<file path="src/sv/mlp_pkg.sv">
// ----------------------------------------------------------------------------
// mlp_pkg
// Shared types, codes and the sigmoid table of the dense network evaluator.
// ----------------------------------------------------------------------------
package mlp_pkg;

  localparam int ACC_W = 56;

  localparam logic [1:0] ACT_WEIGHT  = 2'd0;
  localparam logic [1:0] ACT_BIAS    = 2'd1;
  localparam logic [1:0] ACT_FEATURE = 2'd2;

  localparam logic [1:0] LAYER_FIRST  = 2'd0;
  localparam logic [1:0] LAYER_SECOND = 2'd1;
  localparam logic [1:0] LAYER_OUTPUT = 2'd2;

  localparam logic [1:0] CFG_INPUT_COUNT  = 2'd0;
  localparam logic [1:0] CFG_FIRST_COUNT  = 2'd1;
  localparam logic [1:0] CFG_SECOND_COUNT = 2'd2;

  typedef struct packed {
    logic [1:0]         action;
    logic [1:0]         layer;
    logic [4:0]         row;
    logic [4:0]         column;
    logic signed [31:0] value;
    logic               last;
  } item_t;

  typedef struct packed {
    logic [15:0] probability;
    logic        saturated;
  } result_t;

  // command from controller to datapath
  typedef struct packed {
    logic       valid;
    logic       first;
    logic       last;
    logic       clear;
    logic       sig_go;
    logic [1:0] layer;
  } cmd_t;

  typedef struct packed {
    logic pipe_busy;
    logic res_valid;
  } stat_t;

  // round(65536*sigmoid(k/2))
  function automatic logic [15:0] sig_lut(input logic [4:0] k);
    logic [15:0] v;
    case (k)
      5'd0:    v = 16'd32768;
      5'd1:    v = 16'd40793;
      5'd2:    v = 16'd47911;
      5'd3:    v = 16'd53581;
      5'd4:    v = 16'd57724;
      5'd5:    v = 16'd60565;
      5'd6:    v = 16'd62428;
      5'd7:    v = 16'd63615;
      5'd8:    v = 16'd64357;
      5'd9:    v = 16'd64816;
      5'd10:   v = 16'd65097;
      5'd11:   v = 16'd65269;
      5'd12:   v = 16'd65374;
      5'd13:   v = 16'd65438;
      5'd14:   v = 16'd65476;
      5'd15:   v = 16'd65500;
      default: v = 16'd65514;
    endcase
    return v;
  endfunction

endpackage

</file>
<file path="src/sv/mlp_ctrl.sv">
// ----------------------------------------------------------------------------
// mlp_ctrl
// Sequencer: walks units and inputs of each layer, then starts the sigmoid.
// ----------------------------------------------------------------------------
module mlp_ctrl #(
  parameter int MAX_INPUTS        = 8,
  parameter int MAX_FIRST_HIDDEN  = 32,
  parameter int MAX_SECOND_HIDDEN = 32,
  localparam int MAXH  = (MAX_FIRST_HIDDEN > MAX_SECOND_HIDDEN) ?
                         MAX_FIRST_HIDDEN : MAX_SECOND_HIDDEN,
  localparam int MAXA  = (MAX_INPUTS > MAXH) ? MAX_INPUTS : MAXH,
  localparam int IDXW  = (MAXA > 1) ? $clog2(MAXA) : 1
) (
  input  logic              clk_i,
  input  logic              rst_ni,
  input  logic              go_i,
  input  logic [3:0]        cnt0_i,
  input  logic [5:0]        cnt1_i,
  input  logic [5:0]        cnt2_i,
  input  mlp_pkg::stat_t    stat_i,
  output mlp_pkg::cmd_t     cmd_o,
  output logic [IDXW-1:0]   row_o,
  output logic [IDXW-1:0]   col_o,
  output logic              busy_o
);
  import mlp_pkg::*;

  typedef enum logic [1:0] {S_IDLE, S_ISSUE, S_DRAIN, S_SIG} state_e;

  state_e          state_q;
  logic [1:0]      layer_q;
  logic [IDXW-1:0] i_q, j_q;
  cmd_t            cmd_q;
  logic [IDXW-1:0] row_q, col_q;

  logic [31:0]     lim0, lim1, lim2;
  logic [IDXW-1:0] i_lim, j_lim;

  // last index of each layer, register value clamped to 1..max
  always_comb begin
    if (cnt0_i == '0) lim0 = '0;
    else if (32'(cnt0_i) > 32'(MAX_INPUTS)) lim0 = 32'(MAX_INPUTS - 1);
    else lim0 = 32'(cnt0_i) - 32'd1;
    if (cnt1_i == '0) lim1 = '0;
    else if (32'(cnt1_i) > 32'(MAX_FIRST_HIDDEN)) lim1 = 32'(MAX_FIRST_HIDDEN - 1);
    else lim1 = 32'(cnt1_i) - 32'd1;
    if (cnt2_i == '0) lim2 = '0;
    else if (32'(cnt2_i) > 32'(MAX_SECOND_HIDDEN)) lim2 = 32'(MAX_SECOND_HIDDEN - 1);
    else lim2 = 32'(cnt2_i) - 32'd1;
    case (layer_q)
      LAYER_FIRST: begin
        j_lim = lim0[IDXW-1:0];
        i_lim = lim1[IDXW-1:0];
      end
      LAYER_SECOND: begin
        j_lim = lim1[IDXW-1:0];
        i_lim = lim2[IDXW-1:0];
      end
      default: begin
        j_lim = lim2[IDXW-1:0];
        i_lim = '0;
      end
    endcase
  end

  always_ff @(posedge clk_i or negedge rst_ni) begin
    if (!rst_ni) begin
      state_q <= S_IDLE;
      layer_q <= LAYER_FIRST;
      i_q     <= '0;
      j_q     <= '0;
      cmd_q   <= '0;
      row_q   <= '0;
      col_q   <= '0;
    end else begin
      cmd_q <= '0;
      case (state_q)
        S_IDLE: begin
          if (go_i) begin
            state_q     <= S_ISSUE;
            layer_q     <= LAYER_FIRST;
            i_q         <= '0;
            j_q         <= '0;
            cmd_q.clear <= 1'b1;
          end
        end
        S_ISSUE: begin
          cmd_q.valid <= 1'b1;
          cmd_q.first <= (j_q == '0);
          cmd_q.last  <= (j_q == j_lim);
          cmd_q.layer <= layer_q;
          row_q       <= i_q;
          col_q       <= j_q;
          if (j_q == j_lim) begin
            j_q <= '0;
            if (i_q == i_lim) state_q <= S_DRAIN;
            else i_q <= i_q + 1'b1;
          end else begin
            j_q <= j_q + 1'b1;
          end
        end
        S_DRAIN: begin
          if (!stat_i.pipe_busy) begin
            if (layer_q == LAYER_OUTPUT) begin
              state_q      <= S_SIG;
              cmd_q.sig_go <= 1'b1;
            end else begin
              state_q <= S_ISSUE;
              layer_q <= layer_q + 2'd1;
              i_q     <= '0;
              j_q     <= '0;
            end
          end
        end
        S_SIG: begin
          if (stat_i.res_valid) state_q <= S_IDLE;
        end
        default: state_q <= S_IDLE;
      endcase
    end
  end

  assign cmd_o  = cmd_q;
  assign row_o  = row_q;
  assign col_o  = col_q;
  assign busy_o = (state_q != S_IDLE);

endmodule

</file>
<file path="config.mk">
export PLATFORM = sky130hd
export DESIGN_NAME = mlp_ctrl
export DESIGN_NICKNAME = d
export VERILOG_FILES = /design/src/sv/mlp_pkg.sv /design/src/sv/mlp_ctrl.sv
export SDC_FILE = /design/constraint.sdc
export NUM_CORES = 1
export LEC_CHECK = 0
export ABC_AREA = 1
export ABC_CLOCK_PERIOD_IN_PS = 2100
export BUFFER_PORTS_ARGS = -buffer_cell sky130_fd_sc_hd__buf_4
export CAP_MARGIN = 30
export CORE_AREA = 10 10 72 80
export CTS_CLUSTER_SIZE = 16
export DETAILED_ROUTE_END_ITERATION = 6
export DIE_AREA = 0 0 82 90
export GPL_TIMING_DRIVEN = 0
export PLACE_DENSITY_LB_ADDON = 0.25
export SKIP_CTS_REPAIR_TIMING = 1
export SLEW_MARGIN = 20
export SYNTH_ARGS = -nofsm -noshare
export SYNTH_HDL_FRONTEND = slang
export SYNTH_SLANG_ARGS = --single-unit
export TNS_END_PERCENT = 10
</file>
<file path="constraint.sdc">
create_clock -name clk_i -period 2.1 [get_ports clk_i]
set_input_delay 0.42 -clock clk_i [delete_from_list [all_inputs] [get_ports clk_i]]
set_output_delay 0.42 -clock clk_i [all_outputs]
set_load 0.005 [all_outputs]
</file>
======== Yosys cells after proc, flatten, opt, wreduce, memory -nomap -nowiden ========
Cells that the tools add are included.
storage, ports and cells
  bits in registers ....................... 31
  bits of input ports ..................... 21
  output and inout bits ................... 18
  word-level logic and storage cells ...... 82
operators by class
  $add $sub $neg .......................... 6
  magnitude comparators ................... 3
  eq/ne operators ......................... 14
  multiplexer cells ....................... 34
  reduce and logical (&&, ||, !) cells .... 13
operator list
  operator                                          number
  2-to-1 mux 5 bit                                  12
  one-hot mux 5 bit (3 select lines)                2
  2-to-1 mux 2 bit                                  10
  one-hot mux 5 bit (2 select lines)                2
  != test 2 bit, second input constant              7
  > comparator 6 bit, second input constant         2
  zero test 6 bit                                   2
  adder 5 x 1 -> 5 bit, second input constant       2
  == test 5 bit                                     2
  subtractor 5 x 1 -> 5 bit, second input constant  2
  one-hot mux 2 bit (4 select lines)                1
  AND reduction 4 bit                               2
  == test 2 bit, second input constant              3
  AND reduction 6 bit                               1
  zero test 5 bit                                   1
  2-to-1 mux 1 bit                                  5
  AND reduction 5 bit                               1
  subtractor 4 x 1 -> 5 bit, second input constant  1
  == test 2 x 1 -> 1 bit, second input constant     2
  > comparator 4 bit, second input constant         1
  zero test 2 bit                                   2
  zero test 4 bit                                   1
  one-hot mux 2 bit (2 select lines)                1
  nonzero test 2 bit                                2
  3 further kinds                                   3

======== Longest topological paths before layout ========
  word-level depth ........................ 8
  depth in mapped cells ................... 19

======== Least setup slack after synthesis ========
OpenSTA, ideal clock, no wires.
  path kind ............................... input-to-reg
  start point ............................. input port cnt2_i[0]
  end point ............................... register i_q[2]
  data arrival time ....................... 1.826 ns
  data required time ...................... 1.983 ns
  slack ................................... 0.157 ns
  stages on the path ...................... 17
  path buffers ............................ 0
  cells stage by stage .................... inv_1 ha_1 inv_2 nor2_2 nand2_2 nand2_4 nand3_2 nand3_2 nand2_1 nand2_1 nand2_1 nor2_2 nand3_4 nand2_4 nand3_4 nand2_1 nand2_1
between the ends
  cells in the longest elaborated chain, start to end .. 7
  elaborated cells on any way between the ends .. 12
  classes of those cells .................. add/sub (1); order compare (1); eq/ne (4); mux (4); reduce/logical (2)
RTL lines
  element                                                                 RTL line                        RTL
  from (decl)                                                             mlp_ctrl.sv:19                  input logic [5:0] cnt2_i,
  subtractor 5 x 1 -> 5 bit / > comparator 6 bit (equally long branches)  mlp_ctrl.sv:49, mlp_ctrl.sv:48
  2-to-1 mux 5 bit                                                        mlp_ctrl.sv:48                  else if (32'(cnt2_i) > 32'(MAX_SECOND_HIDDEN)) lim2 = 32'(MAX_SECOND_HIDDEN - 1);
  2-to-1 mux 5 bit (*)                                                    mlp_ctrl.sv:47                  if (cnt2_i == '0) lim2 = '0;
  one-hot mux 5 bit (2 select lines)                                      mlp_ctrl.sv:50                  case (layer_q)
  == test 5 bit (on tied branches)                                        mlp_ctrl.sv:96, mlp_ctrl.sv:94
  != test 2 bit (no source line)                                          -
  AND reduction 6 bit (no source line) (*)                                -
  to (signal assigned)                                                    mlp_ctrl.sv:97                  else i_q <= i_q + 1'b1;
  to (decl)                                                               mlp_ctrl.sv:32                  logic [IDXW-1:0] i_q, j_q;
Every way passes the cells marked *; elsewhere a longest branch is shown, timed or not.
A chain may end at the register's enable or synchronous reset.

======== Worst setup path after layout ========
  start point ............................. register layer_q[1]
  end point ............................... register i_q[0]
between the ends
  cells in the longest elaborated chain, start to end .. 5
  elaborated cells on any way between the ends .. 11
  classes of those cells .................. eq/ne (7); mux (2); reduce/logical (2)
RTL lines
  element                                                           RTL line                        RTL
  from (decl)                                                       mlp_ctrl.sv:31                  logic [1:0] layer_q;
  from (signal assigned)                                            mlp_ctrl.sv:109                 layer_q <= layer_q + 2'd1;
  == test 2 x 1 -> 1 bit / zero test 2 bit (equally long branches)  mlp_ctrl.sv:50
  one-hot mux 5 bit (2 select lines)                                mlp_ctrl.sv:50
  == test 5 bit (on tied branches)                                  mlp_ctrl.sv:96, mlp_ctrl.sv:94
  != test 2 bit (no source line)                                    -
  AND reduction 6 bit (no source line) (*)                          -
Marked as above.

==> flow_metrics.py <==
metrics = {
    "min_path": {
        "worstHoldPathType": "input port to asynchronous set/reset pin",
    },
    "floorplan": {
        "dieHeight_um": 90,
        "coreArea_um2": 4190,
        "die_area_um2": 7380,
        "fp.dieW_um": 82,
        "row_count": 25,
        "ios": 39,
        "start_util": 0.527,
    },
    "sta": {
        "final-setup-viol-count": 0,
        "maxSlewViolCount": 0,
        "max_freq_mhz": 489,
        "max_slew_margin": 0.672,
        "hold_violations": 0,
        "post-route-worst-setup-slack_ns": 0.0534,
        "fin_skew_ns": 0.00505,
        "worst_slew_pin_slew_ns": 0.493,
        "min_period_ns": 2.05,
        "post-route-period-util": 0.975,
        "rsz0062_at_grt": "true",
    },
    "clock_network": {
        "htree_levels": 2,
        "cts-root-buf": "clkbuf_8",
        "clockBufferDepth": 2,
        "cts-buffers-inserted": 5,
        "clkSlewWorstSetupHoldPaths_ns": 0.07,
        "clk_latency_ns": 0.28,
        "cts_tree": "yes",
        "clock-sinks": 31,
    },
    "logic_synthesis": {
        "seq_area_frac_synth": 0.351,
        "postSynthAreaPerCell_um2": 7.06,
        "synth_top_family_by_area": "simple AND/OR/NAND/NOR gates",
        "synth-main-ff-cell": "dfrtp_1",
        "synth.top_cell.area_share": 0.351,
        "synth_area_leader_cell": "dfrtp_1",
        "syn-num-nets": 345,
        "ys_types": 24,
        "yosysWarnings": 0,
        "synthArstFlopShare": 1.00,
        "synth_area_leaders": "dfrtp_1, nand2_1, nand3_1, ha_1, inv_1",
        "synthSimpleGateAreaFrac": 0.436,
        "synth.mux.area_fraction": 0,
        "synth-edff-count": 0,
        "synthXorXnorAreaFrac": 0.0277,
        "synthCells": 313,
        "netlist_area_um2": 2210,
        "ys_ff_latch": 31,
        "yosys.area_share.adder": 0.0623,
        "synth_compound_area_frac": 0.0475,
    },
    "finish": {
        "final_cell_mix": "nand2_1, buf_4, dfrtp_1",
        "multi_input_area_um2": 1380,
        "area_growth_pct": 30.0,
        "n_fill_cell": 377,
        "mostFrequentLayoutCell": "nand2_1",
        "stdcell_area_um2": 2870,
        "drive_gt1_frac": 0.304,
        "diodes": 0,
        "nets": 400,
        "instances_no_fill": 423,
        "regArea_um2": 776,
    },
    "critical_path": {
        "crit_required_ns": 2.28,
        "critPathMaxStageDelay_ns": 0.39,
        "setup.worst_path.class": "flip-flop to flip-flop",
        "path_common_cell": "nand2_1",
        "cp_data_arrival_time_ns": 2.22,
        "cp-end-kind": "flip-flop",
        "crit_slowest_cell": "dfrtp_1",
        "crit_fanout": 6,
        "path_cells": "inv_2 > ha_4 > buf_6 > inv_4 > a21oi_4 > a21oi_1 > nand2_1 > nand2_1 > nand2_1 > nand2_1 > nor2_2 > nand3_4 > nand2_4 > nand3_4 > nand2_2 > nand2_1",
        "start_kind": "flip-flop",
    },
    "detailed_routing": {
        "vias": 2181,
        "wl_mm": 5.62,
        "drc_errors": 0,
        "wl_per_cell_um": 13.3,
        "vias_per_cell": 5.16,
        "antenna_left": 0,
        "firstDrtPassIters": 4,
        "drtIter0Drc": 150,
    },
    "power_and_ir_drop": {
        "total_leakage_power_nw": 1.48,
        "irDropWorstVdd_mv": 0.828,
        "total_power_w": 0.00342,
        "power.density_nw_per_um2": 1190,
    },
    "place": {
        "gp_congestion": 0.840,
        "numPlacedInstances": 405,
        "port_buffers": 38,
        "placed_area_um2": 2560,
        "place_ws_ns": -0.263,
        "place_hpwl_mm": 4.12,
    },
    "global_routing": {
        "antenna_found_initial": 0,
        "grt_usage": 0.155,
        "grt_pass1_vias": 2057,
        "grt_max_degree": 32,
        "grt_pass1_wl_mm": 9.27,
        "grt_remaining_overflow": 0,
    },
    "run": {
        "drv_cap": 0,
    },
    "status": {
        "status": "finished clean",
    },
}
-- cells in the mapped netlist, types with 2 or more instances --
master,n
nand3_1,32
a21oi_1,6
inv_1,33
nand3b_1,5
nand3_2,4
inv_2,5
nand2_4,2
nor2_4,2
nor2_2,8
nand2_1,105
clkbuf_1,2
nand2_2,3
nor2_1,27
nand4_1,8
ha_1,11
nand3_4,3
dfrtp_1,31
xor2_1,6
o21ai_0,15
-- worst paths after layout --
path	start	endpoint	slack [ns]	cells past startpoint
hold reg to reg	col_o[2]$_DFFE_PN0P_	col_o[2]$_DFFE_PN0P_	0.49	2
setup reg to reg	layer_q[1]$_DFFE_PN0P_	i_q[0]$_DFFE_PN0P_	0.05	16
setup / recovery	layer_q[1]$_DFFE_PN0P_	i_q[0]$_DFFE_PN0P_	0.05	16
hold / removal	rst_ni	cmd_o[3]$_DFF_PN0_	0.06	1
max in group asynchronous	rst_ni	i_q[1]$_DFFE_PN0P_	1.74	1
min in group clk_i	stat_i[1]	cmd_o[2]$_DFF_PN0_	0.29	2
-- per-layer routing --
layer / vias up / part of all wire / global-route usage
li1: 1101 / - / -
met1: 1013 / 0.43 / 0.183
met2: 59 / 0.49 / 0.254
met3: 8 / 0.062 / 0.0488
met4: 0 / 0.017 / 0.0526
met5: - / 0 / 0
-- cell families after synthesis --
logic type	Yosys count
AO/OA/AOI/OAI	21
XOR/XNOR	7
adder cells (fa/ha/maj)	11
flip-flops	31
AND/OR/NAND/NOR	201
buffers and inverters	42
-- per-stage QoR --
| step | hold WS [ns] | setup TNS (ns) | utilization |
|---|---|---|---|
| floorplan | 0.124 | 0 | - |
| global route | 0.0775 | -0.378 | 0.686 |
| finish | 0.0588 | 0 | 0.686 |
| CTS | 0.0677 | -0.901 | 0.640 |
| detailed placement | 0.377 | -2.29 | 0.612 |
| global placement | 0.378 | -1.59 | 0.612 |
-- sequential cells by signal, indices dropped and copies added (netlist names) --
name	cells
col_o	5
i_q	5
layer_q	2
cmd_o	7
j_q	5
row_o	5
state_q	2
-- cell type report --
class                   count  share of cell area
flip-flops and latches     31               0.270
clock buffers               6              0.0287
clock inverters             2              0.0122
plain buffers               4             0.00914
repair buffers             48               0.125
inverters                  38              0.0518
multi-input cells         240               0.479
well taps                  54              0.0235
-- critical path, delay by kind of cell (launching register included) --
| family | cells | cell delay [ns] |
|---|---|---|
| AO/OA/AOI/OAI | 2 | 0.21 |
| adder cells (fa/ha/maj) | 1 | 0.15 |
| buffers and inverters | 3 | 0.29 |
| flip-flops | 1 | 0.39 |
| AND/OR/NAND/NOR | 10 | 0.88 |
-- power breakdown --
part	total, W	internal (W)	switching (W)	leakage, nW
sequential	0.000857	0.000739	0.000119	0.416
clock	0.000605	0.000383	0.000221	0.0612
combinational	0.00196	0.000770	0.00119	1.00
No activity file was read; power rests on OpenSTA's default activity.
